==> config.mk <==
export PLATFORM = sky130hd
export DESIGN_NAME = ddm_dly
export DESIGN_NICKNAME = d
export VERILOG_FILES = /design/src/rtl/ddm_dly.sv
export SDC_FILE = /design/constraint.sdc
export NUM_CORES = 1
export LEC_CHECK = 0
export BUFFER_PORTS_ARGS = -buffer_cell sky130_fd_sc_hd__buf_4
export CAP_MARGIN = 20
export CORE_MARGIN = 2
export CORE_UTILIZATION = 42
export CTS_CLUSTER_SIZE = 40
export DETAILED_ROUTE_END_ITERATION = 8
export GPL_ROUTABILITY_DRIVEN = 0
export SYNTH_ARGS = -nofsm -noshare
export SYNTH_HDL_FRONTEND = slang
export SYNTH_SLANG_ARGS = --single-unit
==> constraint.sdc <==
create_clock -name clk -period 1.5 [get_ports clk]
set_input_delay 0.15 -clock clk [delete_from_list [all_inputs] [get_ports clk]]
set_output_delay 0.15 -clock clk [all_outputs]
set_load 0.02 [all_outputs]
==> src/rtl/ddm_dly.sv <==
// Enabled delay line that carries side data alongside a divider.
`timescale 1ns / 1ps

module ddm_dly #(
    parameter int W     = 8,
    parameter int DEPTH = 16
) (
    input  logic         clk,
    input  logic         en,
    input  logic [W-1:0] din,
    output logic [W-1:0] dout
);

    logic [W-1:0] dly_reg [DEPTH];

    // Shift one place per advance
    always_ff @(posedge clk)
    begin
        if (en)
        begin
            dly_reg[0] <= din;
            for (int i = 1; i < DEPTH; i++)
            begin
                dly_reg[i] <= dly_reg[i-1];
            end
        end
    end

    assign dout = dly_reg[DEPTH-1];

endmodule

==> impl_metrics.ini, run 1 <==
[die]
fp.coreArea_mm2 = 0.009109
die_w_um = 100.4
ios = 18
num_rows = 35
die_height_um = 100.4
die_area_mm2 = 0.01008
initial_core_util = 0.4286

[clocking]
cts-root-buf = clkbuf_8
cts_resized = 0
clock_sinks = 128
tritoncts = yes
post-cts-setup-buffers = 0
clock_tree.buffer_depth = 2
cts_buffers = 17
clkTransAtPathRegs_ps = 60
clock_latency_ps = 490
htree_levels = 4

[power]
clockPowerShare = 0.473
ir_drop_mv = 1.002
p_comb_frac = 0.018
switchingPower_w = 0.001545
power_density_mw_per_mm2 = 1717
p_int_w = 0.006758
p_seq_frac = 0.509
p_leak_nw = 1.677
swShare = 0.1861

[synth]
synth_top_cells_by_area = edfxtp_1, buf_4
syn_avg_cell_area_um2 = 28.70
ys_types = 2
synth_seq_cells = 128
ys_warn_count = 0
yosysTopAreaCell = edfxtp_1
netlist_instances = 136
synth_area_mm2 = 0.003904
yosysSeqAreaShare = 0.9846
synth_top_area_share = 0.9846
synth_nets = 146

[worst_setup_path]
worstPathRequired_ps = 1350
cpLargestDelayFamily = flip-flops
start_kind = flop
path_class = flop to primary output
worst_path_max_delay_cell = edfxtp_1
cp-end-kind = primary output
worstPathMaxFanout = 1
cpPeakStageDelay_ps = 370
cp.arrival_ps = 1020
ff2ff_setup_slack_ps = 860
worstPathCellList = buf_4
cp.buffers_inverters = 1

[final_layout]
largest_reg_flops = 128
drive_gt1_frac = 0.2713
layout.nets = 185
fin_util = 0.5309
multi_input_area_um2 = 0
area_growth_pct = 23.88
fill_cells = 694
multi_input_gates = 0
num_antenna_cells = 0

[sta]
hold_viol_final = 0
relSlewSlack = 0.8009
finalCritPeriodShare = 0.7831
tightest_slew_ps = 298.6
min_period_ps = 1175
tns_ps = 0
rsz0062_at_grt = no
fin_worst_skew_ps = 5.953
fmaxAchievable_mhz = 851.3
finalSetupViolations = 0
slew_viol_final = 0

[global_route]
grt_max_degree = 41
grt_pass1_wl_um = 6354
antenna_found_initial = 0
grt_use_total = 0.08638
grt-ovfl-total = 0
grt_pass1_vias = 1334

[route]
avgRoutedWirePerCell_um = 13.34
vias = 1349
vias_per_cell = 4.512
drc_errors = 0
drt_iter0_drc = 73
ant_nets = 0
wirelength_um = 3988
firstDrtPassIters = 4

[placed_design]
dp_hpwl_um = 1960
portBuffers = 17

[min_path]
hold_path_class = input port to flop

[run]
cap_violations = 0

[outcome]
status = finished, final reports clean
==> final timing paths <==
| check | start | endpoint | depth (start not counted) |
|---|---|---|---|
| worst max-delay path | dly_reg[7][8] | dout[0] | 1 |
| worst min-delay path | en | dly_reg[0][15] | 1 |
| worst max register to register | dly_reg[5][0] | dly_reg[5][8] | 0 |
| worst min register to register | dly_reg[4][2] | dly_reg[4][10] | 0 |
==> cell families (layout without fill, tap and decap cells) <==
logic type             count (synthesis)  count (layout)  synth area share
DFF                                  128             128            0.9846
buffers and inverters                  8              60           0.01539
==> routing by layer <==
layer,up-vias,wire length (um),global-route usage
met3,9,152,0.04805
met2,30,1871,0.1239
li1,623,-,-
met4,0,67,0.04110
met1,687,1896,0.1068
met5,-,0,0
==> per-stage QoR <==
step / instance area, um2 / total power (W) / setup WS (ps) / hold slack (ps) / cells
6_report: 4836 / 0.008304 / 325.3 / 73.73 / 299
5_1_grt: 4836 / 0.008600 / 258.5 / 52.10 / 299
4_1_cts: 4836 / 0.008410 / 285.2 / 46.70 / 299
3_5_place_dp: 4170 / 0.004434 / 448.9 / 329.5 / 259
3_3_place_gp: 4170 / 0.004413 / 485.6 / 330.1 / 259
2_1_floorplan: 3904 / 0.004310 / 859.6 / 248.9 / 136
==> power groups by stage <==
stage               sequential [W]  combinational, W  clock [W]
floorplan                  0.00428         0.0000308          0
global placement           0.00429          0.000126          0
detailed placement         0.00430          0.000133          0
CTS                        0.00423          0.000150    0.00403
global route               0.00424          0.000160    0.00420
finish                     0.00423          0.000147    0.00393
==> layout make-up <==
type                    instances  area [um2]  area share
well taps                     111       138.9     0.02872
clock buffers                  18       417.9     0.08642
flip-flops and latches        128        3844      0.7948
clock inverters                14       167.7     0.03467
repair buffers                 28       267.8     0.05537
==> placed cells by master, fill, tap and decap left out <==
cell	synthesis	layout
bufinv_16	0	3
clkbuf_16	0	16
buf_12	0	3
edfxtp_1	128	128
clkinv_2	0	4
dlygate4sd3_1	0	8
clkbuf_1	0	1
clkbuf_8	0	1
clkinvlp_4	0	3
buf_4	8	17
clkinv_4	0	4
==> cell usage after synthesis (all sizes together) <==
cell      n
buf       8
edfxtp  128
==> repair_timing <==
item                                   CTS  global route
setup endpoints to repair                0             0
endpoints found under the hold margin    8             0
hold buffers                             8             0
(Power assumes the default switching activity.)
==> inputs of run 2 (changes only) <==
--- a/config.mk
+++ b/config.mk
@@ -5,6 +5,7 @@
 export SDC_FILE = /design/constraint.sdc
 export NUM_CORES = 1
 export LEC_CHECK = 0
+export ABC_AREA = 1
 export BUFFER_PORTS_ARGS = -buffer_cell sky130_fd_sc_hd__buf_4
 export CAP_MARGIN = 20
 export CORE_MARGIN = 2
==> constraint.sdc (replaced) <==
create_clock -name clk -period 1 [get_ports clk]
set_input_delay 0.1 -clock clk [delete_from_list [all_inputs] [get_ports clk]]
set_output_delay 0.1 -clock clk [all_outputs]
set_load 0.02 [all_outputs]
==> run 2 against run 1 <==
The run now ends with negative setup slack left. Core utilization up 0.22 points. Via count up 0.15%. Sequential share of layout area shrank 0.33 points. Cell count is 0.33% higher. Largest power group unchanged. Sequential power is 50% higher. Global-route usage is 0.24 points higher.
==> impl_metrics.ini, run 2 (synthesized netlist as in run 1, its figures left out) <==
[sta]
finalSetupViolations = 8
hold_slack_ps = 319.6
rsz0062_at_grt = yes
relSlewSlack = 0.8188
fmaxAchievable_mhz = 892.6
finalCritPeriodShare = 1.120
slew_viol_final = 0
tightest_slew_ps = 271.8
final.setup.worst_slack_ps = -120.3
fin_worst_skew_ps = 5.672
min_period_ps = 1120
hold_viol_final = 0

[route]
avgRoutedWirePerCell_um = 13.35
wirelength_um = 4005
firstDrtPassIters = 6
vias_per_cell = 4.503
drc_errors = 0
drt_iter0_drc = 34
ant_nets = 0
vias = 1351

[power]
clockPowerShare = 0.460
power_density_mw_per_mm2 = 2509
swShare = 0.1887
ir_drop_mv = 1.108
switchingPower_w = 0.002299
p_int_w = 0.009884
p_leak_nw = 1.678
p_comb_frac = 0.020
p_seq_frac = 0.520

[final_layout]
area_growth_pct = 24.39
drive_gt1_frac = 0.2698
largest_reg_flops = 128
fill_cells = 699
fin_util = 0.5331
layout.nets = 187
multi_input_area_um2 = 0
num_antenna_cells = 0
layout.area.seq_mm2 = 0.003844
multi_input_gates = 0
final_common_cell = edfxtp_1
fin_area_mm2 = 0.004856
final_cell_mix = edfxtp_1, clkbuf_16, buf_4, dlygate4sd3_1, buf_6

[worst_setup_path]
cp.buffers_inverters = 1
cpLargestDelayFamily = flip-flops
path_class = flop to primary output
cp-end-kind = primary output
cpPeakStageDelay_ps = 390
worstPathCellList = buf_6
worstPathRequired_ps = 900
worst_path_max_delay_cell = edfxtp_1
start_kind = flop
worstPathMaxFanout = 1
cp.arrival_ps = 1020

[clocking]
cts-root-buf = clkbuf_8
clock_tree.buffer_depth = 2
post-cts-setup-buffers = 0
clock_sinks = 128
htree_levels = 4
clkTransAtPathRegs_ps = 60
clock_latency_ps = 500
cts_buffers = 17
tritoncts = yes

[global_route]
antenna_found_initial = 0
grt_max_degree = 41
grt_pass1_wl_um = 6361
grt-ovfl-total = 0
grt_use_total = 0.08875
grt_pass1_vias = 1322

[die]
die_area_mm2 = 0.01008
die_w_um = 100.4
fp.coreArea_mm2 = 0.009109
die_height_um = 100.4
num_rows = 35
initial_core_util = 0.4286
ios = 18

[outcome]
violations = negative setup slack
status = complete, but fails checks

[placed_design]
dpl-instance-area_mm2 = 0.004178
dp_slack_ps = 162.7
portBuffers = 17

[min_path]
hold_path_class = input port to flop

[run]
cap_violations = 0
-- run 2: changes by cell type in the layout (fill, tap and decap cells not counted), sizes merged --
cell	delta
bufinv	-1
clkbuf	-1
inv	+1
clkinv	-1
clkinvlp	+1
buf	+1
dlygate4sd3	+1
-- run 2: cell type report --
| type | count | area share |
|---|---|---|
| Sequential cell | 128 | 0.7915 |
| Clock buffer | 17 | 0.08529 |
| Timing Repair Buffer | 30 | 0.06493 |
| Clock inverter | 14 | 0.02963 |
| Tap cell | 111 | 0.02860 |
-- run 2: power by group through the flow --
stage / Clock, W / Combinational, W / Sequential (W)
3_5_place_dp: 0 / 0.000203 / 0.00645
2_1_floorplan: 0 / 0.0000462 / 0.00642
4_1_cts: 0.00580 / 0.000240 / 0.00635
6_report: 0.00561 / 0.000238 / 0.00634
3_3_place_gp: 0 / 0.000193 / 0.00643
5_1_grt: 0.00603 / 0.000256 / 0.00637
-- run 2: routing by layer --
| layer | wire, um | vias up | global-route usage |
|---|---|---|---|
| met3 | 186 | 7 | 0.04805 |
| met5 | 0 | - | 0 |
| met4 | 52 | 0 | 0.05374 |
| li1 | - | 628 | - |
| met2 | 1909 | 35 | 0.1260 |
| met1 | 1856 | 681 | 0.1066 |
-- run 2: path summary, 6_finish.rpt --
check	depth (start not counted)	endpoint	from	slack [ps]
min	2	dly_reg[0][0]	din[0]	320
max	1	dout[3]	dly_reg[7][11]	-120
min reg2reg	0	dly_reg[7][7]	dly_reg[6][15]	420
max reg2reg	0	dly_reg[5][8]	dly_reg[5][0]	360
-- run 2: metrics by stage --
| step | setup TNS, ps | total power, W | cells |
|---|---|---|---|
| floorplan | 0 | 0.006466 | 136 |
| global placement | 0 | 0.006623 | 260 |
| detailed placement | 0 | 0.006655 | 260 |
| CTS | -1157 | 0.01239 | 300 |
| global route | -1285 | 0.01266 | 300 |
| finish | -898.5 | 0.01218 | 300 |
-- run 2: timing repair --
action / in CTS / in global routing
resized for setup: 8 / 0
setup endpoints to repair: 8 / 8
endpoints found under the hold margin: 9 / 0
hold buffers: 9 / 0
