`config.mk`:
```
export PLATFORM = sky130hd
export DESIGN_NAME = ddm_div
export DESIGN_NICKNAME = d
export VERILOG_FILES = /design/src/rtl/ddm_div.sv
export SDC_FILE = /design/constraint.sdc
export NUM_CORES = 1
export LEC_CHECK = 0
export ABC_AREA = 0
export BUFFER_PORTS_ARGS = -buffer_cell sky130_fd_sc_hd__buf_2
export CAP_MARGIN = 0
export CORE_MARGIN = 2
export CORE_UTILIZATION = 35
export DETAILED_ROUTE_END_ITERATION = 8
export HOLD_SLACK_MARGIN = 0.06
export PLACE_DENSITY = 0.52
export SLEW_MARGIN = 5
export SYNTH_ARGS = -nofsm -noshare
export SYNTH_HDL_FRONTEND = slang
export SYNTH_SLANG_ARGS = --single-unit
```
`constraint.sdc`:
```
create_clock -name clk -period 6.28 [get_ports clk]
set_clock_uncertainty 0.15 [all_clocks]
set_input_delay 0.628 -clock clk [delete_from_list [all_inputs] [get_ports clk]]
set_output_delay 0.628 -clock clk [all_outputs]
set_load 0.05 [all_outputs]
```
`src/rtl/ddm_div.sv`:
```
// Pipelined restoring divider, one quotient bit per stage.
`timescale 1ns / 1ps

module ddm_div #(
    parameter int NW = 31,
    parameter int DW = 15,
    parameter int QB = 16
) (
    input  logic          clk,
    input  logic          en,
    input  logic [NW-1:0] dividend,
    input  logic [DW-1:0] divisor,
    output logic [QB-1:0] quot
);

    // Quotient is known to fit in QB bits, so the top of the dividend
    // is already below the divisor and seeds the remainder.
    logic [DW-1:0] rem_reg  [QB];
    logic [QB-1:0] low_reg  [QB];
    logic [DW-1:0] dsr_reg  [QB];
    logic [QB-1:0] q_reg    [QB];

    genvar k;
    generate
        for (k = 0; k < QB; k++) begin : g_stage
            logic [DW-1:0] rem_in;
            logic [QB-1:0] low_in;
            logic [DW-1:0] dsr_in;
            logic [QB-1:0] q_in;
            logic [DW:0]   trial;
            logic          ge;
            logic [DW:0]   diff;

            if (k == 0) begin : g_first
                assign rem_in = DW'(dividend >> QB);
                assign low_in = dividend[QB-1:0];
                assign dsr_in = divisor;
                assign q_in   = '0;
            end else begin : g_next
                assign rem_in = rem_reg[k-1];
                assign low_in = low_reg[k-1];
                assign dsr_in = dsr_reg[k-1];
                assign q_in   = q_reg[k-1];
            end

            // Shift in one dividend bit, subtract when it fits
            always_comb
            begin
                trial = {rem_in, low_in[QB-1]};
                ge    = trial >= {1'b0, dsr_in};
                diff  = trial - {1'b0, dsr_in};
            end

            always_ff @(posedge clk)
            begin
                if (en)
                begin
                    rem_reg[k] <= ge ? diff[DW-1:0] : trial[DW-1:0];
                    low_reg[k] <= low_in << 1;
                    dsr_reg[k] <= dsr_in;
                    q_reg[k]   <= (q_in << 1) | QB'(ge);
                end
            end
        end
    endgenerate

    assign quot = q_reg[QB-1];

endmodule

```
==> run_results.csv, run 1 <==
group,metric,value,unit
status,status,"finished, final reports clean",
clocking,cts_tree,"done",
cells_and_area,utilization,40.30,%
clocking,cts_sinks,706,
sta,timing.slew.headroom,26.11,%
sta,whs,161.0,ps
cells_and_area,drive_gt1_share,11.01,%
sta,finalCritPeriodShare,61.12,%
clocking,ctsRootBufferMaster,"clkbuf_16",
hold_path,hold_path_class,"input pin to register",
setup_path,critPathKind,"register to register",
yosys,syn_inst,2787,
setup_path,slowest_delay,820,ps
clocking,clkLatencyLatePin,640,ps
yosys,synth.distinct_cells,79,
sta,tightest_slew,1108,ps
job,cap_violations,0,
drt,drtIter0Drc,1340,
grt,grt_overflow_total,0,
floorplan,initial_core_util,35.36,%
yosys,synthFlopType,"edfxtp_1",
setup_path,worstPathRequired,6520,ps
cells_and_area,nets,3227,
cells_and_area,syn_to_final_growth,13.96,%
drt,ant_nets,0,
drt,viasPerCell,4.999,
grt,antenna_found_initial,0,
yosys,synth_edf_count,706,
clocking,clk_path_buf_depth,3,
drt,via_count,21720,
pwr,p_leak,15.68,nW
setup_path,critPathLaunchType,"register",
drt,wl,71960,um
placed_design,io_buffers,63,
sta,finalMaxSlewViolations,0,
placed_design,placedInstanceArea,37410,um2
yosys,ys_seq_elements,706,
placed_design,hpwl,51250,um
clocking,cts_resized,0,
grt,grt_pass1_vias,21990,
yosys,yosys.area.top_type,"edfxtp_1",
sta,setup_tns,0,ps
sta,setup_viol,0,
floorplan,fp.dieW,322.3,um
yosys,synth_top_area_share,59.77,%
placed_design,gp_congestion,0.8604,
setup_path,cp_slowest_cell,"o21a_1",
pwr,ir_drop,0.0001853,V
yosys,syn-cell-area,35470,um2
drt,wl_per_cell,16.56,um
yosys,avgSynthCellArea,12.73,um2
grt,grtUsageTotal,13.96,%
clocking,cts_post_setup_buffers_inserted,0,
cells_and_area,antenna_cells,0,
sta,hold_viol,0,
drt,drc,0,
pwr,p_per_area,479.8,nW/um2
grt,grt_first_pass_wirelength,116100,um
yosys,synth_seq_area_share,59.77,%
setup_path,critPathCaptureType,"register",
yosys,synth_fp_nets,3090,
sta,min_period,3838,ps
clocking,cts_buffers,82,
floorplan,dieArea,103900,um2
setup_path,crit_arrival,4080,ps
pwr,total_power,19.39,mW
cells_and_area,fin_area,40420,um2
setup_path,cp_max_fo,28,
clocking,htreeDepth,3,
yosys,ys.warnings.count,0,
grt,grt_max_degree,165,
sta,max_freq,260.5,MHz
floorplan,coreArea,100300,um2
floorplan,rows,116,
drt,dr.pass1.iters,5,
yosys,ys_top_cells_by_area,"edfxtp_1 60%, ha_1 8.5%, mux2_2 3.6%",
setup_path,path_cells,"ha_1 > o21a_1 > o21ai_0 > nor3_1 > nor3_1 > o21a_1 > inv_1 > mux2_2",
yosys,async_reset_ff_share,0,%
floorplan,boundaryPins,64,
sta,rsz0062_at_grt,"no",
floorplan,die_h,322.3,um
clocking,path_clk_slew,60,ps
==> synth_stat cells, types with 9 or more instances <==
cell and number:
ha_1 240, buf_2 13, edfxtp_1 706, o21a_1 61, fa_1 15, a211oi_1 18, nor2_1 180, nand3_1 38
xnor2_1 101, nand2b_1 38, clkbuf_1 30, a31oi_1 22, mux2i_1 20, o31ai_1 19, mux2_1 9, mux2_2 112
o22ai_1 11, a21oi_1 187, a221oi_1 9, nor3_1 43, or2_2 13, a21boi_0 9, xor2_1 46, nor2b_1 31
or3_1 18, inv_1 307, o21ai_0 142, o31a_1 18, nand2_1 113, a21o_1 44, nand4_1 20
==> timing repair <==
| action | in CTS | in global routing |
|---|---|---|
| setup endpoints to repair | 0 | 0 |
| hold endpoints to repair | 30 | 0 |
| hold buffers | 30 | 0 |
==> where the power goes <==
group          leakage (nW)  switching, mW  internal, mW
clock                  1.32           1.90          2.91
combinational          7.47           4.05          3.30
sequential             6.89          0.563          6.67
total                  15.7           6.51          12.9
==> metrics by stage <==
| step | cells | worst slack, ps |
|---|---|---|
| after CTS | 4345 | 2388 |
| after floorplan | 2787 | 3012 |
| after global placement | 4167 | 2393 |
| final | 4345 | 2442 |
| after global routing | 4345 | 2081 |
| after detailed placement | 4167 | 2433 |
==> path summary, 6_finish.rpt <==
check	endpoint	slack, ps	depth (start not counted)	startpoint
setup / recovery	rem_reg[10][10]	2440	8	rem_reg[9][11]
hold / removal	rem_reg[0][7]	160	2	dividend[22]
setup reg to reg	rem_reg[10][10]	2440	8	rem_reg[9][11]
hold reg to reg	q_reg[14][4]	240	0	q_reg[13][3]
==> layout by cell type, fill, tap and decap left out, types with 61 or more instances in the layout <==
| cell | netlist | final |
|---|---|---|
| a21oi_1 | 187 | 187 |
| buf_2 | 13 | 62 |
| clkbuf_16 | 0 | 86 |
| edfxtp_1 | 706 | 706 |
| ha_1 | 240 | 240 |
| inv_1 | 307 | 307 |
| mux2_2 | 112 | 112 |
| nand2_1 | 113 | 113 |
| nor2_1 | 180 | 180 |
| o21a_1 | 61 | 61 |
| o21ai_0 | 142 | 142 |
| xnor2_1 | 101 | 101 |
==> layout make-up <==
class | count | area (um2)
well taps | 1357 | 1698
clock buffers | 103 | 2216
multi-input cells | 1725 | 12910
clock inverters | 45 | 494.2
flip-flops and latches | 706 | 21200
fillers | 9251 | 59870
inverters | 307 | 1152
repair buffers | 102 | 743.2
==> logic make-up after synthesis <==
group	count (synthesis)	synth area share, %
mux	141	4.406
xor+xnor	147	3.630
fa+ha+maj	255	9.313
compound gates	636	11.53
flops	706	59.77
buf+inv	356	3.866
simple gates	546	7.482
==> critical path: cells and delay by family, from the launching register on <==
| family | cells | cell delay [ps] |
|---|---|---|
| buffers and inverters | 1 | 180 |
| and+or+nand+nor | 2 | 720 |
| AOI/OAI and AO/OA | 3 | 1430 |
| DFF | 1 | 400 |
| adders and majority gates | 1 | 370 |
| muxes | 1 | 320 |
==> routing by layer <==
metal / global-route usage, % / up-vias / wire (um)
met5: 0 / - / 0
met4: 5.763 / 0 / 2283
met3: 2.304 / 140 / 3165
met2: 23.68 / 470 / 34860
met1: 17.68 / 10470 / 31650
li1: - / 10640 / -
Note: power is estimated with default switching activity, not from simulation.
==> run 2, diff against run 1 <==
- clock period: 6.28 -> 3.55 ns (I/O delays scaled with it)
==> run_results.csv, run 2 (synthesis results as in run 1) <==
group,metric,value,unit
status,status,"finished, final reports clean",
clocking,cts_buffers,83,
cells_and_area,mostFrequentLayoutCell,"edfxtp_1",
drt,drtIter0Drc,1534,
setup_path,critPathCaptureType,"register",
sta,max_freq,300.2,MHz
setup_path,worst-r2r-setup-slack,220,ps
drt,ant_nets,0,
grt,grtUsageTotal,13.78,%
sta,min_period,3331,ps
setup_path,path_cells,"ha_1 > a21o_1 > a21oi_1 > o21ai_0 > a2111oi_1 > o31a_1 > buf_4 > mux2_2",
cells_and_area,nets,3296,
floorplan,fp.dieW,322.3,um
placed_design,hpwl,51840,um
clocking,ctsRootBufferMaster,"clkbuf_16",
setup_path,r2r_cells,8,
pwr,p_per_area,835.5,nW/um2
drt,drc,0,
floorplan,boundaryPins,64,
hold_path,hold_path_end,"q_reg[15][1]",
setup_path,slowest_delay,640,ps
cells_and_area,nFillCells,9227,
setup_path,rr_endpoint,"rem_reg[13][3]",
sta,timing.slew.headroom,35.54,%
hold_path,min-delay-start,"en",
sta,hold_viol,0,
sta,setup_viol,0,
cells_and_area,syn_to_final_growth,15.25,%
setup_path,crit_arrival,3550,ps
setup_path,cp_slowest_cell,"a2111oi_1",
grt,grt_pass1_vias,22070,
placed_design,placedInstanceArea,37880,um2
sta,setup_tns,0,ps
sta,rsz0062_at_grt,"no",
hold_path,hold_path_class,"input pin to register",
grt,grt_first_pass_wirelength,115200,um
clocking,cts_tree,"done",
drt,viasPerCell,4.965,
sta,finalCritPeriodShare,93.84,%
floorplan,rows,116,
sta,finalMaxSlewViolations,0,
placed_design,gp_congestion,0.8958,
drt,via_count,21900,
floorplan,initial_core_util,35.36,%
placed_design,dp_slack,208.9,ps
pwr,ir_drop,0.0003963,V
clocking,clkLatencyLatePin,630,ps
pwr,total_power,34.15,mW
setup_path,worstPathRequired,3770,ps
drt,dr.pass1.iters,6,
drt,wl_per_cell,16.21,um
setup_path,cp_max_fo,10,
cells_and_area,fin_area,40880,um2
drt,wl,71480,um
grt,antenna_found_initial,1,
clocking,path_clk_slew,60,ps
clocking,htreeDepth,3,
cells_and_area,drive_gt1_share,12.08,%
floorplan,dieArea,103900,um2
grt,met2_usage,22.84,%
cells_and_area,most-common-layout-cells,"706 x edfxtp_1, 307 x inv_1, 240 x ha_1",
grt,gr-usage-met1,18.13,%
cells_and_area,antenna_cells,0,
setup_path,critPathLaunchType,"register",
grt,grt_max_degree,89,
job,cap_violations,0,
cells_and_area,utilization,40.76,%
floorplan,die_h,322.3,um
grt,gr-max-usage-layer,"met2",
grt,met3_usage,2.166,%
setup_path,critPathKind,"register to register",
setup_path,r2r-start,"rem_reg[12][9]",
hold_path,holdPathStages,1,
sta,layout_setup_ws,218.8,ps
floorplan,coreArea,100300,um2
placed_design,io_buffers,63,
sta,tightest_slew,966.9,ps
clocking,cts_sinks,706,
clocking,cts_post_setup_buffers_inserted,0,
pwr,p_leak,15.94,nW
clocking,clk_path_buf_depth,3,
grt,grt_overflow_total,0,
## run 2: changes by cell type in the layout (fill, tap and decap cells not counted), sizes merged
cell	before	now
clkbuf	103	105
buf	72	125
dlygate4sd3	30	45
inv	308	309
bufinv	10	6
clkinv	32	31
## run 2: critical path: cells and delay by family, from the launching register on
family | cells | cell delay [ps]
AO/OA/AOI/OAI | 5 | 1590
multiplexers | 1 | 360
flip-flops | 1 | 390
adder cells (fa/ha/maj) | 1 | 380
buffers and inverters | 1 | 200
## run 2: repair_timing
item                                   in CTS  in global routing
hold buffers                               45                  0
setup endpoints to repair                   0                 14
endpoints found under the hold margin      45                  0
gates resized for setup                     0                  1
## run 2: per-layer routing
layer	share of wire, %	wire length (um)	vias to the layer above
li1	-	-	10770
met1	46	32990	10530
met2	47	33500	457
met3	4.1	2931	144
met4	2.9	2057	0
met5	0	0	-
## run 2: power by group
group | internal, mW | switching [mW]
sequential | 11.8 | 0.966
combinational | 6.16 | 7.20
clock | 4.79 | 3.24
total | 22.7 | 11.4
## run 2: per-stage QoR
step,std cells,hold slack [ps]
after floorplan,2787,250.3
after global placement,4220,251.1
after detailed placement,4220,254.5
after CTS,4411,109.6
after global routing,4411,137.1
final,4411,116.7
## run 2: how the worst max path moves through the flow
stage / end / cells after the start / start
floorplan: rem_reg[14][10] / 10 / dsr_reg[1][75]
global placement: rem_reg[13][7] / 8 / rem_reg[12][9]
detailed placement: rem_reg[13][4] / 8 / rem_reg[12][9]
CTS: rem_reg[13][3] / 8 / rem_reg[12][9]
global route: rem_reg[7][6] / 8 / rem_reg[6][6]
finish: rem_reg[13][3] / 8 / rem_reg[12][9]
## run 2: area by class of cell
| cell class | instances | area, um2 | share of cell area (%) |
|---|---|---|---|
| repair buffers | 170 | 1366 | 3.343 |
| flip-flops and latches | 706 | 21200 | 51.87 |
| multi-input cells | 1725 | 12910 | 31.60 |
| clock buffers | 105 | 2202 | 5.387 |
| well taps | 1357 | 1698 | 4.154 |
| inverters | 307 | 1152 | 2.819 |
| clock inverters | 41 | 341.6 | 0.8357 |
==> run 3, diff against run 2 <==
- MAX_ROUTING_LAYER: unset -> met4
- SETUP_SLACK_MARGIN: unset -> 0.3
==> run_results.csv, run 3 (synthesis results as in run 1) <==
group,metric,value,unit
cells_and_area,drive_gt1_share,12.47,%
clocking,clk_path_buf_depth,3,
sta,tightest_slew,780.3,ps
sta,hold_viol,0,
drt,wl_per_cell,16.33,um
setup_path,critPathCaptureType,"register",
setup_path,cp_top_family,"compound AO/OA/AOI/OAI gates",
clocking,cts_buffers,82,
cells_and_area,most-common-layout-cells,"706 x edfxtp_1, 307 x inv_1, 240 x ha_1",
cells_and_area,nets,3295,
setup_path,worstPathRequired,3760,ps
pwr,total_power,34.29,mW
status,status,"finished, final reports clean",
cells_and_area,syn_to_final_growth,15.59,%
grt,grtUsageTotal,14.37,%
setup_path,path_cells,"dlygate4sd3_1 > buf_2 > inv_1 > ha_1 > fa_1 > nor2b_1 > o31a_1 > o211a_1 > o31ai_4 > o41ai_1 > a41oi_4 > buf_8 > mux2_1",
clocking,clkLatencyLatePin,630,ps
floorplan,initial_core_util,35.36,%
drt,wl,72070,um
drt,drtIter0Drc,1531,
pwr,ir_drop,0.0003701,V
placed_design,hpwl,52160,um
sta,min_period,3155,ps
placed_design,dp.cells,4217,
drt,ant_nets,0,
setup_path,critPathLaunchType,"input pin",
grt,grt_max_degree,89,
floorplan,coreArea,100300,um2
drt,dr.pass1.iters,5,
clocking,htreeDepth,3,
placed_design,io_buffers,63,
floorplan,fp.dieW,322.3,um
floorplan,die_h,322.3,um
floorplan,dieArea,103900,um2
clocking,ctsRootBufferMaster,"clkbuf_16",
job,cap_violations,0,
sta,setup_viol,0,
grt,antenna_found_initial,1,
cells_and_area,multi_input_area,12980,um2
sta,timing.slew.headroom,46.63,%
pwr,p_leak,15.96,nW
drt,via_count,21880,
clocking,cts_sinks,706,
hold_path,hold_path_class,"input pin to register",
sta,finalCritPeriodShare,88.88,%
sta,finalMaxSlewViolations,0,
sta,max_freq,316.9,MHz
setup_path,critPathKind,"input pin to register",
pwr,p_per_area,836.4,nW/um2
drt,viasPerCell,4.957,
setup_path,crit_arrival,3370,ps
sta,rsz0062_at_grt,"no",
floorplan,rows,116,
clocking,cts_tree,"done",
grt,grt_pass1_vias,22110,
setup_path,crit_buf_inv,4,
sta,setup_tns,0,ps
setup_path,slowest_delay,520,ps
placed_design,gp_congestion,0.9008,
setup_path,cp_slowest_cell,"dlygate4sd3_1",
drt,drc,0,
grt,grt_first_pass_wirelength,116700,um
setup_path,cp_max_fo,15,
cells_and_area,mostFrequentLayoutCell,"edfxtp_1",
cells_and_area,nFillCells,9240,
cells_and_area,antenna_cells,0,
floorplan,boundaryPins,64,
grt,grt_overflow_total,0,
clocking,path_clk_slew,50,ps
cells_and_area,stdcell_count,4413,
cells_and_area,regArea,21200,um2
[run 3: layer usage]
layer	part of all wire, %	wire (um)	track usage (%)	vias to the layer above
met5	0	0	-	-
met4	3.1	2221	5.462	0
met3	4.6	3297	2.380	164
met2	47	33790	23.07	480
met1	45	32760	18.22	10460
li1	-	-	-	10780
[run 3: metrics by stage]
step                hold WS, ps  area, um2  utilization, %  worst slack (ps)
floorplan                 250.3      35470               -             525.4
global placement          251.3      37910           37.80             273.8
detailed placement        254.5      37910           37.80             162.7
CTS                       177.9      40930           40.81             301.3
global route              163.5      41000           40.88             303.0
finish                    174.3      41000           40.88             394.6
[run 3: worst paths after layout]
| kind | slack, ps | cells past startpoint | to | startpoint |
|---|---|---|---|---|
| hold reg to reg | 260 | 0 | q_reg[10][3] | q_reg[9][2] |
| setup / recovery | 390 | 13 | rem_reg[0][8] | dividend[15] |
| hold / removal | 170 | 5 | q_reg[0][0] | dividend[30] |
| setup reg to reg | 430 | 9 | rem_reg[2][2] | rem_reg[1][7] |
[run 3: cell type report]
class,instances,share of cell area (%)
Clock inverter,43,0.8332
Multi-Input combinational cell,1726,31.66
Sequential cell,706,51.71
Clock buffer,105,5.372
Tap cell,1357,4.142
Inverter,307,2.811
Timing Repair Buffer,169,3.470
[run 3: timing repair]
| item | 4_1_cts | 5_1_grt |
|---|---|---|
| buffers inserted | 0 | 1 |
| pin swaps | 1 | 2 |
| endpoints found under the setup margin | 28 | 90 |
| hold buffers | 46 | 0 |
| cloned | 1 | 0 |
| hold endpoints to repair | 46 | 0 |
| gates resized for setup | 2 | 15 |
[run 3: worst register-to-register path, cell delays in order (launching register included)]
cell       delay (ps)
edfxtp_1          390
ha_1              440
nand3_1           170
nor2_1             60
a211oi_1          250
o21ai_0           180
a2111oi_2         410
o31a_1            180
buf_4             240
mux2_2            380
[run 3: power breakdown]
group / total [mW] / switching, mW / internal [mW]
registers: 12.7 / 0.958 / 11.8
clock network: 8.04 / 3.31 / 4.73
logic: 13.5 / 7.30 / 6.20
total: 34.3 / 11.6 / 22.7
